`src/sv/imu_frame_word_extractor_defines.svh`:
```
// assertion macros shared by the frame word extractor
`ifndef IMU_FRAME_WORD_EXTRACTOR_DEFINES_SVH
`define IMU_FRAME_WORD_EXTRACTOR_DEFINES_SVH

// property checked at every rising clock edge outside reset
`define IFWE_ASSERT(label, prop, msg) \
  label: assert property (@(posedge clk) disable iff (rst) (prop)) else $error(msg);

// antecedent in one cycle implies consequent in the next
`define IFWE_ASSERT_NEXT(label, ante, cons, msg) \
  label: assert property (@(posedge clk) disable iff (rst) (ante) |=> (cons)) else $error(msg);

`endif

```
`src/sv/ifwe_pkg.sv`:
```
// types and constants of the frame word extractor
package ifwe_pkg;

  localparam int BYTE_W  = 8;
  localparam int WORD_W  = 32;
  localparam int INDEX_W = 3;
  localparam int POS_W   = 9;
  localparam int LEFT_W  = 4;
  localparam int PROG_W  = 2;
  localparam int ADDR_W  = 4;
  localparam int DATA_W  = 32;

  typedef logic [BYTE_W-1:0]  byte_t;
  typedef logic [WORD_W-1:0]  word_t;
  typedef logic [INDEX_W-1:0] word_index_t;
  typedef logic [POS_W-1:0]   pos_t;
  typedef logic [LEFT_W-1:0]  left_t;
  typedef logic [PROG_W-1:0]  prog_t;

  // register map, index = paddr[3:2]
  typedef enum logic [1:0] {
    REG_PREAMBLE = 2'd0,
    REG_BUS_ID   = 2'd1,
    REG_DATA_MSG = 2'd2,
    REG_SIZE_TAG = 2'd3
  } reg_index_t;

  localparam byte_t PREAMBLE_RESET = 8'd250;
  localparam byte_t BUS_ID_RESET   = 8'd255;
  localparam byte_t DATA_MSG_RESET = 8'd54;
  localparam byte_t SIZE_TAG_RESET = 8'd12;
  localparam byte_t LENGTH_RESET   = 8'd5;

  // frame positions, first byte is position 1
  localparam pos_t POS_PREAMBLE    = 9'd1;
  localparam pos_t POS_BUS_ID      = 9'd2;
  localparam pos_t POS_MSG_ID      = 9'd3;
  localparam pos_t POS_LENGTH      = 9'd4;
  localparam pos_t SIZE_TAG_POS    = 9'd19;
  localparam pos_t ANGLE_START_POS = 9'd20;
  localparam pos_t ACCEL_START_POS = 9'd35;
  localparam pos_t LENGTH_OFFSET   = 9'd4;
  localparam pos_t MAX_FRAME_POS   = 9'd259;

  localparam prog_t PROG_MSG_ID = 2'd2;
  localparam prog_t PROG_DONE   = 2'd3;

  // bytes left in a set of three words, and the counts at which a word completes
  localparam left_t WORD_SET_BYTES = 4'd12;
  localparam left_t SLOT0_LEFT     = 4'd8;
  localparam left_t SLOT1_LEFT     = 4'd4;
  localparam left_t SLOT2_LEFT     = 4'd0;

  localparam word_index_t ACCEL_INDEX_BASE = 3'd3;
  localparam word_index_t LAST_INDEX       = 3'd5;

endpackage

```
`src/sv/ifwe_byte_if.sv`:
```
// valid/ready channel carrying one received byte
interface ifwe_byte_if;
  import ifwe_pkg::*;

  logic  valid;
  logic  ready;
  byte_t rx_byte;

  modport source (output valid, output rx_byte, input ready);
  modport sink (input valid, input rx_byte, output ready);
endinterface

```
`src/sv/ifwe_word_if.sv`:
```
// valid/ready channel carrying one assembled word and its index
interface ifwe_word_if;
  import ifwe_pkg::*;

  logic        valid;
  logic        ready;
  word_index_t word_index;
  word_t       word_bits;

  modport source (output valid, output word_index, output word_bits, input ready);
  modport sink (input valid, input word_index, input word_bits, output ready);
endinterface

```
`src/sv/imu_frame_word_extractor.sv`:
```
// sensor frame parser that extracts angle and acceleration words
//
//   channel    dir  handshake      payload
//   rx_chan    in   valid/ready    rx_byte[7:0]
//   word_chan  out  valid/ready    word_index[2:0], word_bits[31:0]
//   apb        in   psel/penable   paddr[3:0], pwdata/prdata[31:0]
//
// one byte is taken per cycle while rx_chan.ready is high; its result lands in the output register at the same edge
// the parse state update is a single compare/shift/decrement step, no loop across cycles
// rx_chan.ready drops only while a result waits in the output register and is not taken
// synchronous reset restores the register defaults and clears the frame position
// no clearing pass: all state is plain flip-flops
`include "imu_frame_word_extractor_defines.svh"

module imu_frame_word_extractor (
  input  logic                       clk,
  input  logic                       rst,
  ifwe_byte_if.sink                  rx_chan,
  ifwe_word_if.source                word_chan,
  input  logic                       psel,
  input  logic                       penable,
  input  logic                       pwrite,
  input  logic [ifwe_pkg::ADDR_W-1:0] paddr,
  input  logic [ifwe_pkg::DATA_W-1:0] pwdata,
  output logic [ifwe_pkg::DATA_W-1:0] prdata,
  output logic                       pready
);
  import ifwe_pkg::*;

  // configuration registers
  byte_t preamble_byte;
  byte_t bus_id_byte;
  byte_t data_message_id;
  byte_t size_tag_value;

  // parse state
  pos_t  byte_position;
  prog_t header_progress;
  byte_t message_id;
  byte_t payload_length;
  word_t shift_word;
  left_t angle_bytes_left;
  left_t accel_bytes_left;

  pos_t  byte_position_next;
  prog_t header_progress_next;
  byte_t message_id_next;
  byte_t payload_length_next;
  word_t shift_word_next;
  left_t angle_bytes_left_next;
  left_t accel_bytes_left_next;

  // output register
  logic        out_valid;
  word_index_t out_index;
  word_t       out_bits;

  logic        have;
  word_index_t have_index;
  word_t       have_bits;

  logic       rx_take;
  logic       cfg_write;
  reg_index_t cfg_index;
  byte_t      b;

  // ---------------------------------------------------------------------------
  // configuration port
  // ---------------------------------------------------------------------------
  assign pready    = 1'b1;
  assign cfg_write = psel && penable && pwrite && pready;
  assign cfg_index = reg_index_t'(paddr[3:2]);

  always_comb begin
    case (cfg_index)
      REG_PREAMBLE: prdata = {24'd0, preamble_byte};
      REG_BUS_ID:   prdata = {24'd0, bus_id_byte};
      REG_DATA_MSG: prdata = {24'd0, data_message_id};
      REG_SIZE_TAG: prdata = {24'd0, size_tag_value};
      default:      prdata = '0;
    endcase
  end

  always_ff @(posedge clk) begin
    if (rst) begin
      preamble_byte   <= PREAMBLE_RESET;
      bus_id_byte     <= BUS_ID_RESET;
      data_message_id <= DATA_MSG_RESET;
      size_tag_value  <= SIZE_TAG_RESET;
    end else if (cfg_write) begin
      case (cfg_index)
        REG_PREAMBLE: preamble_byte   <= pwdata[7:0];
        REG_BUS_ID:   bus_id_byte     <= pwdata[7:0];
        REG_DATA_MSG: data_message_id <= pwdata[7:0];
        REG_SIZE_TAG: size_tag_value  <= pwdata[7:0];
        default: ;
      endcase
    end
  end

  // ---------------------------------------------------------------------------
  // handshake: take a byte whenever the output register is free or draining
  // ---------------------------------------------------------------------------
  assign rx_chan.ready = !out_valid || word_chan.ready;
  assign rx_take       = rx_chan.valid && rx_chan.ready;
  assign b             = rx_chan.rx_byte;

  // word slot within a set of three, from the bytes still to come
  function automatic word_index_t slot_of(input left_t left);
    word_index_t slot;
    case (left)
      SLOT0_LEFT: slot = 3'd0;
      SLOT1_LEFT: slot = 3'd1;
      default:    slot = 3'd2;
    endcase
    return slot;
  endfunction

  // ---------------------------------------------------------------------------
  // per-byte parse step
  // ---------------------------------------------------------------------------
  always_comb begin
    byte_position_next    = byte_position + 9'd1;
    header_progress_next  = header_progress;
    message_id_next       = message_id;
    payload_length_next   = payload_length;
    shift_word_next       = shift_word;
    angle_bytes_left_next = angle_bytes_left;
    accel_bytes_left_next = accel_bytes_left;
    have                  = 1'b0;
    have_index            = '0;
    have_bits             = '0;

    if (b == preamble_byte && byte_position_next == POS_PREAMBLE) begin
      header_progress_next = header_progress + 2'd1;
    end else if (b == bus_id_byte && byte_position_next == POS_BUS_ID) begin
      header_progress_next = header_progress + 2'd1;
    end else if (byte_position_next == POS_MSG_ID && header_progress == PROG_MSG_ID) begin
      header_progress_next = PROG_DONE;
      message_id_next      = b;
    end else if (header_progress == PROG_DONE && message_id == data_message_id) begin
      if (byte_position_next == POS_LENGTH) begin
        payload_length_next = b;
      end
      // size tag arms the angle set
      if (byte_position_next == SIZE_TAG_POS && b == size_tag_value) begin
        angle_bytes_left_next = WORD_SET_BYTES;
      end
      if (angle_bytes_left_next != '0 && byte_position_next >= ANGLE_START_POS) begin
        shift_word_next       = {shift_word_next[23:0], b};
        angle_bytes_left_next = angle_bytes_left_next - 4'd1;
        if (angle_bytes_left_next == SLOT0_LEFT || angle_bytes_left_next == SLOT1_LEFT ||
            angle_bytes_left_next == SLOT2_LEFT) begin
          have            = 1'b1;
          have_index      = slot_of(angle_bytes_left_next);
          have_bits       = shift_word_next;
          shift_word_next = '0;
          // last angle word arms the acceleration set
          if (angle_bytes_left_next == SLOT2_LEFT) begin
            accel_bytes_left_next = WORD_SET_BYTES;
          end
        end
      end
      if (byte_position_next >= ACCEL_START_POS && accel_bytes_left_next != '0) begin
        shift_word_next       = {shift_word_next[23:0], b};
        accel_bytes_left_next = accel_bytes_left_next - 4'd1;
        if (accel_bytes_left_next == SLOT0_LEFT || accel_bytes_left_next == SLOT1_LEFT ||
            accel_bytes_left_next == SLOT2_LEFT) begin
          have            = 1'b1;
          have_index      = slot_of(accel_bytes_left_next) + ACCEL_INDEX_BASE;
          have_bits       = shift_word_next;
          shift_word_next = '0;
        end
      end
    end else begin
      // header mismatch or foreign message: start over
      byte_position_next   = '0;
      header_progress_next = '0;
    end

    // frame end at length + 4, a zero length ends at the length byte
    if (byte_position_next == ({1'b0, payload_length_next} + LENGTH_OFFSET)) begin
      byte_position_next   = '0;
      header_progress_next = '0;
    end
  end

  always_ff @(posedge clk) begin
    if (rst) begin
      byte_position    <= '0;
      header_progress  <= '0;
      message_id       <= '0;
      payload_length   <= LENGTH_RESET;
      shift_word       <= '0;
      angle_bytes_left <= '0;
      accel_bytes_left <= '0;
    end else if (rx_take) begin
      byte_position    <= byte_position_next;
      header_progress  <= header_progress_next;
      message_id       <= message_id_next;
      payload_length   <= payload_length_next;
      shift_word       <= shift_word_next;
      angle_bytes_left <= angle_bytes_left_next;
      accel_bytes_left <= accel_bytes_left_next;
    end
  end

  // ---------------------------------------------------------------------------
  // output register
  // ---------------------------------------------------------------------------
  always_ff @(posedge clk) begin
    if (rst) begin
      out_valid <= 1'b0;
    end else if (rx_take && have) begin
      out_valid <= 1'b1;
    end else if (word_chan.ready) begin
      out_valid <= 1'b0;
    end
  end

  // payload needs no reset
  always_ff @(posedge clk) begin
    if (rx_take && have) begin
      out_index <= have_index;
      out_bits  <= have_bits;
    end
  end

  assign word_chan.valid      = out_valid;
  assign word_chan.word_index = out_index;
  assign word_chan.word_bits  = out_bits;

  // ---------------------------------------------------------------------------
  // assertions
  // ---------------------------------------------------------------------------
  `IFWE_ASSERT(a_index_range, !out_valid || out_index <= LAST_INDEX, "word index beyond set")
  `IFWE_ASSERT(a_pos_bound, byte_position <= MAX_FRAME_POS, "byte position past frame end")
  `IFWE_ASSERT(a_header_pos, header_progress != PROG_DONE || byte_position >= POS_MSG_ID,
      "header complete before message id position")
  `IFWE_ASSERT_NEXT(a_result_loaded, rx_take && have, out_valid && out_index == $past(have_index),
      "result lost on its way to the output register")

endmodule
```
`src/flat_wrapper.sv`:
```
// flat-port wrapper written by rule: the top's interface ports become plain ports
module imu_frame_word_extractor_flat import ifwe_pkg::*;
  (clk, rst, psel, penable, pwrite, paddr, pwdata, prdata, pready, rx_chan_valid, rx_chan_rx_byte, rx_chan_ready, word_chan_valid, word_chan_word_index, word_chan_word_bits, word_chan_ready);
  ifwe_byte_if rx_chan_i ();
  ifwe_word_if word_chan_i ();
  input  logic clk;
  input  logic rst;
  input  logic psel;
  input  logic penable;
  input  logic pwrite;
  input  logic [ifwe_pkg::ADDR_W-1:0] paddr;
  input  logic [ifwe_pkg::DATA_W-1:0] pwdata;
  output logic [ifwe_pkg::DATA_W-1:0] prdata;
  output logic pready;
  input wire logic [$bits(rx_chan_i.valid)-1:0] rx_chan_valid;
  input wire logic [$bits(rx_chan_i.rx_byte)-1:0] rx_chan_rx_byte;
  output wire logic [$bits(rx_chan_i.ready)-1:0] rx_chan_ready;
  output wire logic [$bits(word_chan_i.valid)-1:0] word_chan_valid;
  output wire logic [$bits(word_chan_i.word_index)-1:0] word_chan_word_index;
  output wire logic [$bits(word_chan_i.word_bits)-1:0] word_chan_word_bits;
  input wire logic [$bits(word_chan_i.ready)-1:0] word_chan_ready;
  assign rx_chan_i.valid = rx_chan_valid;
  assign rx_chan_i.rx_byte = rx_chan_rx_byte;
  assign rx_chan_ready = rx_chan_i.ready;
  assign word_chan_valid = word_chan_i.valid;
  assign word_chan_word_index = word_chan_i.word_index;
  assign word_chan_word_bits = word_chan_i.word_bits;
  assign word_chan_i.ready = word_chan_ready;
  imu_frame_word_extractor u_core (.clk(clk), .rst(rst), .rx_chan(rx_chan_i), .word_chan(word_chan_i), .psel(psel), .penable(penable), .pwrite(pwrite), .paddr(paddr), .pwdata(pwdata), .prdata(prdata), .pready(pready));
endmodule
```
`config.mk`:
```
export PLATFORM = sky130hd
export DESIGN_NAME = imu_frame_word_extractor_flat
export DESIGN_NICKNAME = d
export VERILOG_FILES = /design/src/sv/ifwe_pkg.sv /design/src/sv/ifwe_byte_if.sv /design/src/sv/ifwe_word_if.sv /design/src/sv/imu_frame_word_extractor.sv /design/src/flat_wrapper.sv
export VERILOG_INCLUDE_DIRS = /design/src /design/src/sv
export SDC_FILE = /design/constraint.sdc
export NUM_CORES = 1
export LEC_CHECK = 0
export BUFFER_PORTS_ARGS = -buffer_cell sky130_fd_sc_hd__buf_4
export CORE_UTILIZATION = 57
export CTS_CLUSTER_SIZE = 12
export DETAILED_ROUTE_END_ITERATION = 10
export GPL_TIMING_DRIVEN = 0
export PLACE_DENSITY_LB_ADDON = 0.25
export SYNTH_ARGS = -nofsm -noshare
export SYNTH_HDL_FRONTEND = slang
export SYNTH_SLANG_ARGS = --single-unit
```
`constraint.sdc`:
```
create_clock -name clk -period 5.4 [get_ports clk]
set_clock_uncertainty 0.05 [all_clocks]
set_input_delay 0.54 -clock clk [delete_from_list [all_inputs] [get_ports clk]]
set_output_delay 0.54 -clock clk [all_outputs]
set_load 0.01 [all_outputs]
```
==> metrics.csv <==
stage;metric;value;unit
floorplanning;core area;12670;um^2
routing;Post-Route WL;20.11;mm
grt;first-pass GRT wire length;31.75;mm
grt;initial antenna violation count;0;
grt;layer with the highest usage;met2;
routing;Initial DRT Pass Iterations;5;
clocking;root buf cell;clkbuf_16;
clocking;H-tree Lvls;4;
final_layout;layout cells sized above 1;18.67;%
grt;met1 Track Usage GR;39.64;%
routing;post-route ant nets;0;
worst_setup_path;Worst Reg-to-Reg Cells;22;
sta;Min Hold Slack;0.2980;ns
floorplanning;Die X-Extent;116.2;um
sta;Period Utilization, post-route;95.75;%
sta;Max Slew Vio Count;0;
synthesis;largest cells by area after synthesis;dfxtp_1, edfxtp_1, xnor2_1;
clocking;Num CTS Buffers;17;
place;Final HPWL DP;14.19;mm
sta;Final Hold Fails;0;
synthesis;ys async rst share;0;%
grt;gr usage total;31.14;%
floorplanning;initial core utilization;58.66;%
routing;1st-iter DRT viols;655;
place;Port-buffer cells;65;
synthesis;top cell type's share of synthesized area;24.78;%
sta;Setup TNS;0;ns
grt;vias in the first global route;6224;
routing;via count;6919;
sta;RSZ-0062 raised after global routing;no;
final_layout;fin nets;1045;
synthesis;post-synthesis register bit count;127;
sta;Tmin final;5.170;ns
status;outcome;finished, final reports clean;
sta;Finish-stage setup viols;0;
synthesis;Synth Warn #;0;
floorplanning;die height;116.2;um
floorplanning;Std-Cell Rows;41;
worst_setup_path;critical path type;flip-flop to flip-flop;
floorplanning;top-level I/O count;121;
final_layout;Finished Layout Cells;1168;
synthesis;Post-synth EDFFs;35;
hold_path;Min-Delay Path Depth;2;
final_layout;FF/Latch Area;2894;um^2
grt;largest net degree at the start of global routing;19;
worst_setup_path;Startpoint Class;flip-flop;
synthesis;Synth Area per Inst;8.574;um^2
routing;vias per cell;5.924;
place;gpl congestion;0.9142;
synthesis;Synth area leader;dfxtp_1;
sta;fmax;193.4;MHz
power_and_ir_drop;VDD IR max;0.1858;mV
synthesis;Cells after Synth;867;
clocking;CTS Buffer Depth;2;
worst_setup_path;CP arrival;5.29;ns
routing;drt drc;0;
clocking;Worst-path clk slew;0.05;ns
grt;met3 Use GR;6.798;%
grt;global routing usage on met2;49.56;%
grt;GRT overflow;0;
synthesis;Netlist cell types;71;
sta;Rel. slew slack;16.20;%
final_layout;Final Cell Area;8919;um^2
worst_setup_path;required time of the critical path;5.52;ns
routing;WL per Instance;17.21;um
synthesis;Synth Flop Type;dfxtp_1;
place;dpl cell area;8223;um^2
synthesis;Seq/Total Area, Yosys;38.92;%
clocking;Clock Latency Late Sink;0.43;ns
place;placed cells;1127;
hold_path;Hold WC Path Type;input port to flip-flop;
clocking;CTS sink count;127;
final_layout;fill count;1029;
clocking;TritonCTS clock tree;yes;
final_layout;synthesis-to-layout area growth;19.98;%
power_and_ir_drop;PD cells;250.5;nW/um^2
floorplanning;die area;13500;um^2
final_layout;area of the multi-input gates;4183;um^2
worst_setup_path;peak fanout along the critical path;10;
clocking;CTS Hold Buffers Added;0;
power_and_ir_drop;Pleak;3.352;nW
synthesis;post-synth design cell area;7433;um^2
final_layout;Inserted Diodes;0;
sta;worst slew pin tran;1.254;ns
worst_setup_path;Crit. End Element;flip-flop;
run;Max-Cap Viols;0;
sequential cells by signal, summed over array words and instances, names as in the netlist:
register,cells
u_core.payload_length,8
u_core.header_progress,2
u_core.preamble_byte,8
u_core.word_chan.word_bits,32
u_core.word_chan.valid,1
u_core.size_tag_value,8
u_core.accel_bytes_left,4
u_core.byte_position,9
u_core.angle_bytes_left,4
u_core.word_chan.word_index,3
u_core.message_id,8
u_core.data_message_id,8
u_core.bus_id_byte,8
u_core.shift_word,24
synthesized netlist by cell type, types with 16 or more instances:
cell type and instances:
edfxtp_1 35, nand2_1 98, dfxtp_1 92, buf_2 19, xnor2_1 44, mux2i_1 23, o21ai_0 19, a211o_1 18
nand3_1 46, clkbuf_1 31, nor3_1 36, nor2_1 98, a22oi_1 16, a211oi_1 21, buf_4 26, a21oi_1 49
logic make-up (layout without fill, tap and decap cells):
family	count (synthesis)	in the layout	synth area share, %
other cells	2	25	0.1010
xor+xnor	55	55	6.480
fa+ha+maj	11	11	1.852
buf+inv	98	203	6.682
flops	127	127	38.92
mux	35	35	6.177
compound gates	173	174	16.26
simple gates	366	366	23.53
through the flow:
| step | power (mW) | util [%] | setup WS [ns] |
|---|---|---|---|
| finish | 2.234 | 70.39 | 0.2295 |
| global route | 2.288 | 70.39 | 0.03406 |
| CTS | 2.231 | 69.96 | 0.05596 |
| detailed placement | 1.145 | 64.90 | -0.7211 |
| global placement | 1.145 | 64.90 | -0.5656 |
| floorplan | 1.097 | - | 0.4803 |
cell usage in the layout (no fill, tap or decap), types with 16 or more instances in the layout:
cell type / netlist / final
nand2_1: 98 / 98
nor2_1: 98 / 98
buf_4: 26 / 97
dfxtp_1: 92 / 91
a21oi_1: 49 / 48
nand3_1: 46 / 45
xnor2_1: 44 / 44
nor3_1: 36 / 36
edfxtp_1: 35 / 35
clkbuf_1: 31 / 33
conb_1: 2 / 25
mux2i_1: 23 / 23
a211oi_1: 21 / 21
buf_2: 19 / 19
o21ai_0: 19 / 18
a211o_1: 18 / 18
clkbuf_16: 0 / 17
a22oi_1: 16 / 16
timing repair:
| item | 4_1_cts | 5_1_grt |
|---|---|---|
| buffers inserted | 3 | 4 |
| gates resized for setup | 8 | 4 |
| setup endpoints to repair | 74 | 72 |
| pin swaps | 0 | 1 |
| gates cloned | 1 | 1 |
final timing paths:
path,start,endpoint,slack [ns]
worst max-delay path,u_core.byte_position[1]$_SDFFE_PP0P_,u_core.word_chan.word_bits[14]$_SDFFCE_PP0P_,0.23
worst min-delay path,pwdata[2],u_core.data_message_id[2]$_SDFFE_PP1P_,0.30
worst max register to register,u_core.byte_position[1]$_SDFFE_PP0P_,u_core.word_chan.word_bits[14]$_SDFFCE_PP0P_,0.23
worst min register to register,u_core.bus_id_byte[0]$_SDFFE_PP1P_,u_core.bus_id_byte[0]$_SDFFE_PP1P_,0.45
critical path: stages (launching register included):
cell      delay (ns)
dfxtp_2         0.41
ha_1            0.22
buf_2           0.22
nand3_1         0.16
or3_1           0.39
o211a_1         0.15
buf_2           0.20
nand3_2         0.18
nand2_1         0.11
ha_1            0.30
nor2_1          0.12
nand3_1         0.13
a21oi_4         0.25
o21ai_4         0.13
nand2_1         0.12
ha_2            0.24
nand3b_1        0.19
o221ai_2        0.25
or2_4           0.20
mux2_4          0.33
and2_4          0.18
buf_6           0.14
a22o_1          0.23
cell type report:
type,count,share of cell area [%]
timing repair buffer,72,6.201
clock inverter,12,1.333
timing repair inverter,1,0.08418
tap,172,2.413
buffer,83,4.938
inverter,15,0.6734
sequential,127,32.45
clock buffer,20,5.008
multi-input combinational,666,46.90
report_power, final:
part           total [mW]  internal, mW  switching [mW]
sequential          0.985         0.979         0.00594
clock                1.10         0.684           0.420
combinational       0.144        0.0617          0.0824
layer usage:
| metal | up-vias | share of wire (%) |
|---|---|---|
| li1 | 3281 | - |
| met1 | 3216 | 42 |
| met2 | 364 | 46 |
| met3 | 58 | 8.3 |
| met4 | 0 | 3.6 |
| met5 | - | 0 |
(Power assumes the default switching activity.)
